File: config.mk
export PLATFORM = sky130hd
export DESIGN_NAME = cbor_head_stream_decoder_top
export DESIGN_NICKNAME = d
export VERILOG_FILES = /design/src/design/cbhd_pkg.sv /design/src/design/cbor_head_stream_decoder_top.sv /design/src/design/cbhd_parser.sv
export SDC_FILE = /design/constraint.sdc
export NUM_CORES = 1
export LEC_CHECK = 0
export ABC_AREA = 1
export BUFFER_PORTS_ARGS = -buffer_cell sky130_fd_sc_hd__buf_2
export CELL_PAD_IN_SITES_DETAIL_PLACEMENT = 1
export CELL_PAD_IN_SITES_GLOBAL_PLACEMENT = 1
export CORE_ASPECT_RATIO = 0.75
export CORE_MARGIN = 1.5
export CORE_UTILIZATION = 35
export CTS_CLUSTER_DIAMETER = 50
export CTS_CLUSTER_SIZE = 20
export DETAILED_ROUTE_END_ITERATION = 7
export PLACE_DENSITY_LB_ADDON = 0.2
export SETUP_SLACK_MARGIN = 0.1
export SLEW_MARGIN = 10
export SYNTH_ARGS = -nofsm -noshare
export SYNTH_HDL_FRONTEND = slang
export SYNTH_HIERARCHICAL = 1
export SYNTH_SLANG_ARGS = --single-unit
File: constraint.sdc
create_clock -name clk -period 10.8 [get_ports clk]
set_input_delay 0.54 -clock clk [delete_from_list [all_inputs] [get_ports clk]]
set_output_delay 0.54 -clock clk [all_outputs]
set_load 0.05 [all_outputs]
File: src/design/cbhd_pkg.sv
// Package for the CBOR head stream decoder.
// Holds the transaction structs, the parser phase encoding and the kind/error codes.
// No dependencies.
package cbhd_pkg;

  // Item kinds on the result channel
  localparam logic [1:0] KIND_UNSIGNED = 2'd0;
  localparam logic [1:0] KIND_ARRAY    = 2'd1;
  localparam logic [1:0] KIND_BYTES    = 2'd2;
  localparam logic [1:0] KIND_PAYLOAD  = 2'd3;

  // Error codes
  localparam logic [1:0] ERR_NONE     = 2'd0;
  localparam logic [1:0] ERR_MAJOR    = 2'd1;
  localparam logic [1:0] ERR_RESERVED = 2'd2;
  localparam logic [1:0] ERR_TRUNC    = 2'd3;

  // CBOR major types handled here
  localparam logic [2:0] MAJOR_UINT  = 3'd0;
  localparam logic [2:0] MAJOR_BYTES = 3'd2;
  localparam logic [2:0] MAJOR_ARRAY = 3'd4;

  // Additional info boundaries
  localparam logic [4:0] ADD_EXT_FIRST  = 5'd24;
  localparam logic [4:0] ADD_RESV_FIRST = 5'd28;

  // Parser phase, one-hot
  typedef enum logic [3:0] {
    PH_HEAD    = 4'b0001,
    PH_EXT     = 4'b0010,
    PH_PAYLOAD = 4'b0100,
    PH_SKIP    = 4'b1000
  } cbhd_phase_t;

  // Input transaction
  typedef struct packed {
    logic [7:0] data_byte;
    logic       buffer_end;
  } cbhd_in_t;

  // Result transaction
  typedef struct packed {
    logic [1:0]  item_kind;
    logic [63:0] head_value;
    logic [7:0]  payload_byte;
    logic        payload_last;
    logic [1:0]  error_code;
  } cbhd_out_t;

endpackage

File: src/design/cbor_head_stream_decoder_top.sv
// Top level of the CBOR head stream decoder.
// Input register, parser core (cbhd_parser) and result register.
// Depends on cbhd_pkg and cbhd_parser.

// Accepts one CBOR byte per cycle while in_stall is low and reports unsigned,
// array and byte string heads with their 64-bit value, byte string payload
// bytes (last one marked), and error codes; after an error, bytes up to the
// buffer end give nothing. Throughput is one byte per clock while in_stall is
// low; a result passes the input register, then the result register.
// Payload bytes are sent before truncation is known, so drop them when a
// truncation error follows.
// A byte that yields a result waits in the input register while the result
// register is stalled; bytes that yield no result pass through regardless.
module cbor_head_stream_decoder_top import cbhd_pkg::*; (
  input  logic      clk,
  input  logic      rst_n,
  input  logic      in_valid,
  output logic      in_stall,
  input  cbhd_in_t  in_data,
  output logic      out_valid,
  input  logic      out_stall,
  output cbhd_out_t out_data
);

  logic      in_valid_r;
  cbhd_in_t  in_item_r;
  logic      out_valid_r;
  cbhd_out_t out_data_r;

  logic      has_result;
  cbhd_out_t result;
  logic      out_free;
  logic      advance;

  assign out_free  = !out_valid_r || !out_stall;
  assign advance   = in_valid_r && (!has_result || out_free);
  assign in_stall  = in_valid_r && !advance;
  assign out_valid = out_valid_r;
  assign out_data  = out_data_r;

  cbhd_parser u_parser (
    .clk        (clk),
    .rst_n      (rst_n),
    .fire       (advance),
    .item       (in_item_r),
    .has_result (has_result),
    .result     (result)
  );

  // Input register: load a new transaction whenever the slot frees up
  always_ff @(posedge clk) begin
    if (!rst_n) begin
      in_valid_r <= 1'b0;
    end else if (!in_stall) begin
      in_valid_r <= in_valid;
    end
  end

  always_ff @(posedge clk) begin
    if (in_valid && !in_stall) begin
      in_item_r <= in_data;
    end
  end

  // Result register: hold while stalled
  always_ff @(posedge clk) begin
    if (!rst_n) begin
      out_valid_r <= 1'b0;
    end else if (out_free) begin
      out_valid_r <= advance && has_result;
    end
  end

  always_ff @(posedge clk) begin
    if (out_free && advance && has_result) begin
      out_data_r <= result;
    end
  end

endmodule

File: src/design/cbhd_parser.sv
// Parser core of the CBOR head stream decoder: phase, head and payload counters.
// Computes the result of one byte combinationally and updates state on fire.
// Depends on cbhd_pkg.
module cbhd_parser import cbhd_pkg::*; (
  input  logic      clk,
  input  logic      rst_n,
  input  logic      fire,
  input  cbhd_in_t  item,
  output logic      has_result,
  output cbhd_out_t result
);

  cbhd_phase_t phase_r, phase_nxt;
  logic [3:0]  hbl_r, hbl_nxt;
  logic [63:0] acc_r, acc_nxt;
  logic [63:0] pl_r, pl_nxt;
  logic [1:0]  pk_r, pk_nxt;

  logic [7:0]  b;
  logic        bend;
  logic [2:0]  major;
  logic [4:0]  add;
  logic [63:0] acc_shift;
  logic        major_ok;
  logic [1:0]  major_kind;
  logic        do_fin;
  logic [1:0]  fin_kind;
  logic [63:0] fin_val;
  logic        do_err;
  logic [1:0]  err;

  assign b         = item.data_byte;
  assign bend      = item.buffer_end;
  assign major     = b[7:5];
  assign add       = b[4:0];
  assign acc_shift = {acc_r[55:0], b};

  // Map the major type to an item kind
  always_comb begin
    major_ok   = 1'b1;
    major_kind = KIND_UNSIGNED;
    case (major)
      MAJOR_UINT:  major_kind = KIND_UNSIGNED;
      MAJOR_BYTES: major_kind = KIND_BYTES;
      MAJOR_ARRAY: major_kind = KIND_ARRAY;
      default:     major_ok   = 1'b0;
    endcase
  end

  // Next state and result for the current byte
  always_comb begin
    phase_nxt  = phase_r;
    hbl_nxt    = hbl_r;
    acc_nxt    = acc_r;
    pl_nxt     = pl_r;
    pk_nxt     = pk_r;
    result     = '0;
    has_result = 1'b0;
    do_fin     = 1'b0;
    fin_kind   = pk_r;
    fin_val    = acc_shift;
    do_err     = 1'b0;
    err        = ERR_NONE;

    case (phase_r)
      PH_HEAD: begin
        if (!major_ok) begin
          do_err = 1'b1;
          err    = ERR_MAJOR;
        end else if (add >= ADD_RESV_FIRST) begin
          do_err = 1'b1;
          err    = ERR_RESERVED;
        end else if (add < ADD_EXT_FIRST) begin
          do_fin   = 1'b1;
          fin_kind = major_kind;
          fin_val  = {59'd0, add};
        end else if (bend) begin
          do_err = 1'b1;
          err    = ERR_TRUNC;
        end else begin
          pk_nxt    = major_kind;
          acc_nxt   = '0;
          hbl_nxt   = 4'(4'd1 << add[1:0]);
          phase_nxt = PH_EXT;
        end
      end
      PH_EXT: begin
        acc_nxt = acc_shift;
        if (hbl_r <= 4'd1) begin
          hbl_nxt = '0;
          do_fin  = 1'b1;
        end else begin
          hbl_nxt = hbl_r - 4'd1;
          if (bend) begin
            do_err = 1'b1;
            err    = ERR_TRUNC;
          end
        end
      end
      PH_PAYLOAD: begin
        if (pl_r <= 64'd1) begin
          pl_nxt              = '0;
          phase_nxt           = PH_HEAD;
          has_result          = 1'b1;
          result.item_kind    = KIND_PAYLOAD;
          result.payload_byte = b;
          result.payload_last = 1'b1;
        end else begin
          pl_nxt = pl_r - 64'd1;
          if (bend) begin
            pl_nxt = '0;
            do_err = 1'b1;
            err    = ERR_TRUNC;
          end else begin
            has_result          = 1'b1;
            result.item_kind    = KIND_PAYLOAD;
            result.payload_byte = b;
          end
        end
      end
      PH_SKIP: begin
        if (bend) phase_nxt = PH_HEAD;
      end
      default: begin
        phase_nxt = PH_HEAD;
      end
    endcase

    // Complete a head; a nonempty byte string opens its payload, or is a truncation error at the buffer end
    if (do_fin) begin
      if (fin_kind == KIND_BYTES && fin_val != 64'd0) begin
        if (bend) begin
          do_err = 1'b1;
          err    = ERR_TRUNC;
        end else begin
          pl_nxt            = fin_val;
          phase_nxt         = PH_PAYLOAD;
          has_result        = 1'b1;
          result.item_kind  = fin_kind;
          result.head_value = fin_val;
        end
      end else begin
        phase_nxt           = PH_HEAD;
        has_result          = 1'b1;
        result.item_kind    = fin_kind;
        result.head_value   = fin_val;
        result.payload_last = (fin_kind == KIND_BYTES);
      end
    end

    // Report an error and skip to the buffer end
    if (do_err) begin
      phase_nxt         = bend ? PH_HEAD : PH_SKIP;
      hbl_nxt           = '0;
      has_result        = 1'b1;
      result            = '0;
      result.error_code = err;
    end
  end

  // Advance state on each processed byte
  always_ff @(posedge clk) begin
    if (!rst_n) begin
      phase_r <= PH_HEAD;
      hbl_r   <= '0;
      acc_r   <= '0;
      pl_r    <= '0;
      pk_r    <= '0;
    end else if (fire) begin
      phase_r <= phase_nxt;
      hbl_r   <= hbl_nxt;
      acc_r   <= acc_nxt;
      pl_r    <= pl_nxt;
      pk_r    <= pk_nxt;
    end
  end

endmodule

==> impl_metrics.env, run 1 <==
export IMPL_min_period_ns=4.87
export IMPL_grtUsageMet1_pct=35.9
export IMPL_hold_class="input port to flip-flop"
export IMPL_gr_total_overflow=0
export IMPL_final_setup_viol_count=0
export IMPL_outcome="completed"
export IMPL_h_tree_depth=1
export IMPL_cts_resized=0
export IMPL_crit_type="flip-flop to flip-flop"
export IMPL_path_buf_inv=9
export IMPL_vias=11800
export IMPL_synthesis_nets=1695
export IMPL_final_cell_area_um2=13600
export IMPL_cpPeakStageDelay_ns=0.78
export IMPL_power_density_nw_per_um2=160
export IMPL_syn_to_final_growth_pct=14.0
export IMPL_synth_area_um2=11900
export IMPL_synth_edf_count=86
export IMPL_p_leak_nw=5.52
export IMPL_drtIter0Drc=858
export IMPL_cp_arrival_ns=5.26
export IMPL_yosys_area_share_adder_pct=0.420
export IMPL_yosysWarningCount=6
export IMPL_ant_nets=0
export IMPL_rsz0062_at_grt="no"
export IMPL_crit_path_end_kind="flip-flop"
export IMPL_cpMostUsedCell="buf_4"
export IMPL_rows=58
export IMPL_crit_family="buffers and inverters"
export IMPL_ys_seq_area_share_pct=43.9
export IMPL_final_common_cell="nand2_1"
export IMPL_final_util_pct=40.5
export IMPL_gr_usage_met3_pct=3.66
export IMPL_hpwlAfterDp_um=31000
export IMPL_drt_drc_violations_left=0
export IMPL_grt_pass1_wl_um=69900
export IMPL_worst_ir_drop_vdd_mv=0.110
export IMPL_io_buffer_count=91
export IMPL_routed_wl_um=44100
export IMPL_dpl_cell_area_um2=12600
export IMPL_async_flop_share_pct=0
export IMPL_timing_final_hold_violations=0
export IMPL_hold_buffers=0
export IMPL_post_cts_buffers=0
export IMPL_place_gp_congestion=0.861
export IMPL_synth_cell_types=46
export IMPL_die_y_um=163
export IMPL_mostFrequentLayoutCells="391 x nand2_1, 219 x nor2_1, 168 x nand3_1"
export IMPL_synth_seq_cells=218
export IMPL_grt_usage_pct=25.4
export IMPL_syn_instance_count=1678
export IMPL_fin_crit_sh_pct=45.1
export IMPL_via_per_inst=5.41
export IMPL_muxShareOfSynthArea_pct=0
export IMPL_start_util_pct=35.5
export IMPL_finClkSkew_ns=0.0152
export IMPL_start_kind="flip-flop"
export IMPL_grt_pass1_vias=11800
export IMPL_crit_slowest_cell="clkinv_1"
export IMPL_pin_count=92
export IMPL_grt_use_met2_pct=40.3
export IMPL_fmax_mhz=205
export IMPL_cp_max_fo=64
export IMPL_post_drt_wl_per_cell_um=20.1
export IMPL_drv_slew=0
export IMPL_worstPathCellList="inv_2 -> nand2_1 -> nor3_4 -> buf_4 -> inv_2 -> nor2_2 -> buf_4 -> nor2_1 -> nand3_1 -> nand3_1 -> nand2_1 -> inv_2 -> clkinv_1 -> nor3_1 -> nand2_2 -> buf_4 -> clkinv_1 -> buf_4 -> nand3_1 -> a21oi_1"
export IMPL_chipWidth_um=216
export IMPL_slew_headroom_pct=31.2
export IMPL_grt_max_degree=104
export IMPL_dieArea_um2=35200
export IMPL_clkLatencyLatePin_ns=0.56
export IMPL_postSynthAreaPerCell_um2=7.10
export IMPL_synth_top_family_by_area="simple AND/OR/NAND/NOR gates"
export IMPL_fin_nets=1735
export IMPL_coreArea_um2=33500
export IMPL_antenna_cells=0
export IMPL_clk_path_buf_depth=3
export IMPL_clock_sinks=218
export IMPL_antenna_found_initial=0
export IMPL_cts_tree="yes"
export IMPL_worstMarginPinSlew_ns=1.03
export IMPL_synth_xor_area_share_pct=2.35
export IMPL_synth_compound_area_share_pct=14.7
export IMPL_maxCapViolations=0
export IMPL_root_buffer="clkbuf_16"
export IMPL_drtPass1Iterations=5
export IMPL_synthSimpleGateAreaFrac_pct=31.0
export IMPL_cp_required_ns=11.19
export IMPL_drive_above_1_share_pct=10.9
export IMPL_setup_tns_ns=0
export IMPL_busiest_layer="met2"
export IMPL_cts_buffers_inserted=27
export IMPL_synth_flop_cell="dfxtp_1"
export IMPL_clk_pin_slew_worst_paths_ns=0.07
where the power goes:
group	total (W)	switching, W	internal [W]
registers	0.000903	0.0000205	0.000883
logic	0.000319	0.000248	0.0000710
clock network	0.000950	0.000438	0.000512
total	0.00217	0.000706	0.00147
sequential cells by signal, indices dropped and copies added (netlist names):
name and flops:
in_item_r 9, in_valid_r 1, out_data 77, out_valid 1, u_parser/acc_r 56, u_parser/hbl_r 4, u_parser/phase_r 4, u_parser/pk_r 2
u_parser/pl_r 64
stage by stage:
| stage | hold WS [ns] | setup slack, ns | total power (W) | std cells |
|---|---|---|---|---|
| 2_1_floorplan | 0.435 | 6.66 | 0.00115 | 1678 |
| 3_3_place_gp | 0.449 | 6.12 | 0.00123 | 2139 |
| 3_5_place_dp | 0.456 | 5.95 | 0.00124 | 2139 |
| 4_1_cts | 0.133 | 5.94 | 0.00219 | 2188 |
| 5_1_grt | 0.136 | 5.47 | 0.00225 | 2188 |
| 6_report | 0.154 | 5.93 | 0.00217 | 2188 |
synth_stat cells (2+ instances only):
| cell type | instances | area (um2) |
|---|---|---|
| o21a_1 | 2 | 15.0 |
| nand3_1 | 169 | 846 |
| inv_2 | 10 | 37.5 |
| buf_6 | 5 | 56.3 |
| dfxtp_1 | 132 | 2640 |
| o21ai_1 | 10 | 50.1 |
| ha_1 | 4 | 50.1 |
| a31oi_1 | 16 | 100 |
| inv_1 | 119 | 447 |
| and2_1 | 2 | 12.5 |
| o21ai_0 | 108 | 541 |
| a22oi_1 | 8 | 60.1 |
| a211oi_1 | 3 | 22.5 |
| buf_1 | 2 | 7.51 |
| or2_1 | 3 | 18.8 |
| o22ai_1 | 9 | 56.3 |
| nor2_4 | 2 | 22.5 |
| nand2_1 | 392 | 1470 |
| buf_4 | 3 | 22.5 |
| and3_1 | 2 | 12.5 |
| nor4_1 | 2 | 12.5 |
| nand2_2 | 3 | 18.8 |
| edfxtp_1 | 86 | 2580 |
| nor3_1 | 38 | 190 |
| nor2_1 | 219 | 822 |
| o2111ai_1 | 2 | 17.5 |
| o31ai_1 | 2 | 15.0 |
| a21boi_0 | 2 | 15.0 |
| nand3_2 | 4 | 40.0 |
| nor2_2 | 2 | 12.5 |
| xor2_1 | 29 | 254 |
| xnor2_1 | 3 | 26.3 |
| a21oi_1 | 162 | 811 |
| or2_2 | 7 | 43.8 |
| clkbuf_1 | 69 | 259 |
| clkinv_1 | 3 | 11.3 |
| nand4_1 | 21 | 131 |
| buf_2 | 15 | 75.1 |
cell type report:
type | count | area [um2]
clock inverters | 20 | 259
repair buffers | 105 | 561
well taps | 450 | 563
inverters | 132 | 497
fillers | 4263 | 19900
clock buffers | 29 | 683
flip-flops and latches | 218 | 5230
multi-input cells | 1234 | 5790
per-layer routing:
layer	wire, um	vias up	share of wire, %
met5	0	-	0
met4	1170	0	2.7
met3	2070	63	4.7
met2	19700	266	45
met1	21100	5824	48
li1	-	5692	-
cells by family after synthesis:
group	after synthesis
buf+inv	226
compound gates	329
xor+xnor	32
simple gates	869
flops	218
fa+ha+maj	4
path summary, 6_finish.rpt:
check | startpoint | end | slack (ns) | cells past startpoint
min reg2reg | u_parser/pk_r[1] | u_parser/pk_r[1] | 0.47 | 2
max reg2reg | u_parser/phase_r[3] | u_parser/acc_r[53] | 5.93 | 20
max | u_parser/phase_r[3] | u_parser/acc_r[53] | 5.93 | 20
min | in_data[3] | in_item_r[3] | 0.15 | 1
Power figures use the tool's default switching activity.
==> run 2: changes to the inputs <==
ABC_AREA = 0   (was 1)
clock period = 4.6 ns   (was 10.8 ns; I/O delays follow)
==> impl_metrics.env, run 2 <==
export IMPL_synth_cell_types=76
export IMPL_drtIter0Drc=756
export IMPL_final_common_cell="dfxtp_1"
export IMPL_rsz0062_at_grt="no"
export IMPL_cts_tree="yes"
export IMPL_cp_arrival_ns=4.45
export IMPL_clkLatencyLatePin_ns=0.55
export IMPL_drtPass1Iterations=5
export IMPL_holdPathEnd="out_valid"
export IMPL_ant_nets=0
export IMPL_start_kind="flip-flop"
export IMPL_min_period_ns=3.98
export IMPL_post_drt_wl_per_cell_um=23.2
export IMPL_slew_headroom_pct=32.6
export IMPL_synth_flop_cell="dfxtp_1"
export IMPL_die_y_um=154
export IMPL_rr_endpoint="u_parser/pl_r[9]"
export IMPL_post_cts_buffers=0
export IMPL_timing_rr_start="u_parser/hbl_r[0]"
export IMPL_h_tree_depth=1
export IMPL_crit_slowest_cell="o211ai_1"
export IMPL_routed_wl_um=39200
export IMPL_synthSimpleGateAreaFrac_pct=25.4
export IMPL_hold_path_depth=3
export IMPL_crit_type="flip-flop to flip-flop"
export IMPL_r2r_cells=13
export IMPL_drt_drc_violations_left=0
export IMPL_crit_path_end_kind="flip-flop"
export IMPL_p_leak_nw=4.71
export IMPL_grt_pass1_wl_um=60000
export IMPL_clk_pin_slew_worst_paths_ns=0.07
export IMPL_mostFrequentLayoutCells="132 x dfxtp_1, 110 x nand2_1, 106 x a21oi_1"
export IMPL_drive_above_1_share_pct=16.3
export IMPL_r2r_slack_ns=0.62
export IMPL_worstMarginPinSlew_ns=1.00
export IMPL_cpPeakStageDelay_ns=0.55
export IMPL_chipWidth_um=204
export IMPL_ys_top_cells_by_area="dfxtp_1 25%, edfxtp_1 24%, a21oi_1 5.0%, and2_1 4.4%, o21ai_0 4.2%"
export IMPL_cp_max_fo=35
export IMPL_synth_xor_area_share_pct=0.247
export IMPL_syn_to_final_growth_pct=19.6
export IMPL_async_flop_share_pct=0
export IMPL_drv_slew=0
export IMPL_dieArea_um2=31400
export IMPL_outcome="completed"
export IMPL_vias=10000
export IMPL_pin_count=92
export IMPL_via_per_inst=5.92
export IMPL_clock_sinks=218
export IMPL_fmax_mhz=251
export IMPL_synth_area_um2=10600
export IMPL_muxShareOfSynthArea_pct=1.17
export IMPL_synth_compound_area_share_pct=19.6
export IMPL_yosysWarningCount=6
export IMPL_hpwlAfterDp_um=26800
export IMPL_finClkSkew_ns=0.0187
export IMPL_cts_resized=0
export IMPL_syn_instance_count=1186
export IMPL_root_buffer="clkbuf_16"
export IMPL_largest_reg_flops=77
export IMPL_gr_total_overflow=0
export IMPL_clk_path_buf_depth=3
export IMPL_yosys_area_share_adder_pct=0.471
export IMPL_grt_max_degree=70
export IMPL_final_util_pct=42.4
export IMPL_hold_class="input port to flip-flop"
export IMPL_synth_top_area_share_pct=24.9
export IMPL_grt_pass1_vias=9682
export IMPL_yosys_area_top_type="dfxtp_1"
export IMPL_worst_ir_drop_vdd_mv=0.165
export IMPL_ys_seq_area_share_pct=49.1
export IMPL_cts_buffers_inserted=26
export IMPL_hp_start="out_stall"
export IMPL_hold_buffers=10
export IMPL_final_setup_viol_count=0
export IMPL_synthesis_nets=1203
export IMPL_setup_tns_ns=0
export IMPL_fin_crit_sh_pct=86.6
export IMPL_start_util_pct=35.4
export IMPL_postSynthAreaPerCell_um2=8.96
export IMPL_cp_required_ns=5.07
export IMPL_timing_final_hold_violations=0
export IMPL_grt_usage_pct=24.6
export IMPL_fin_nets=1288
export IMPL_synth_top_family_by_area="simple AND/OR/NAND/NOR gates"
export IMPL_io_buffer_count=91
export IMPL_worstPathCellList="inv_1 -> ha_1 -> o211ai_1 -> nand3_1 -> a21oi_1 -> nand2_1 -> a31oi_4 -> buf_4 -> nand2_1 -> buf_4 -> nor2_1 -> a21oi_1 -> o21ai_0"
export IMPL_place_gp_congestion=0.894
export IMPL_synth_seq_cells=218
export IMPL_maxCapViolations=0
export IMPL_coreArea_um2=30000
export IMPL_yosysMostFrequentCell="dfxtp_1"
export IMPL_antenna_found_initial=1
export IMPL_yosys_top_cells_count="132 x dfxtp_1, 110 x nand2_1, 107 x a21oi_1"
export IMPL_rows=55
export IMPL_synth_edf_count=86
export IMPL_power_density_nw_per_um2=383
-- run 2: logic make-up (layout without fill, tap and decap cells) --
family / Yosys count / in the layout
AND/OR/NAND/NOR: 508 / 508
multiplexers: 12 / 12
flip-flops: 218 / 218
other: 0 / 1
adder cells (fa/ha/maj): 4 / 4
buffers and inverters: 106 / 211
AO/OA/AOI/OAI: 335 / 335
XOR/XNOR: 3 / 3
-- run 2: critical path, delay by kind of cell (launching register included) --
kind | cells | cell delay [ns]
compound gates | 5 | 1.28
buf+inv | 3 | 0.74
simple gates | 4 | 1.18
flops | 1 | 0.38
fa+ha+maj | 1 | 0.29
-- run 2: stage by stage --
stage,total power [W],setup slack [ns],std cells,hold WS (ns),instance area (um2)
2_1_floorplan,0.00247,0.514,1186,0.329,10600
3_3_place_gp,0.00267,1.00,1632,0.409,11700
3_5_place_dp,0.00267,0.784,1632,0.412,11700
4_1_cts,0.00492,0.667,1690,0.00600,12700
5_1_grt,0.00503,0.237,1690,0.0462,12700
6_report,0.00487,0.616,1691,0.0301,12700
-- run 2: metal layers --
layer,GRT usage (%),up-vias,part of all wire [%]
li1,-,4616,-
met1,37.3,5015,49
met2,36.7,324,43
met3,2.95,52,6.0
met4,6.16,0,2.2
met5,0,-,0
-- run 2: report_power, final --
part,internal (W),switching [W],leakage (nW)
logic,0.000155,0.000425,2.33
registers,0.00204,0.0000246,1.92
clock network,0.00119,0.00103,0.465
total,0.00339,0.00148,4.71
-- run 2: how the worst max path moves through the flow --
stage | start | endpoint | slack [ns] | cells after the start
3_5_place_dp | u_parser/hbl_r[0] | u_parser/pl_r[9] | 0.78 | 13
5_1_grt | u_parser/hbl_r[0] | u_parser/pl_r[9] | 0.24 | 13
6_report | u_parser/hbl_r[0] | u_parser/pl_r[9] | 0.62 | 13
3_3_place_gp | u_parser/hbl_r[0] | u_parser/pl_r[9] | 1.00 | 13
2_1_floorplan | u_parser/phase_r[1] | out_data[0] | 0.51 | 7
4_1_cts | u_parser/hbl_r[0] | u_parser/pl_r[9] | 0.67 | 13
-- run 2: final cells by class --
class	instances	area [um2]
fillers	3497	17300
flip-flops and latches	218	5230
multi-input cells	862	5060
repair buffers	142	901
clock buffers	26	651
well taps	399	499
clock inverters	22	292
inverters	21	78.8
diodes	1	2.50
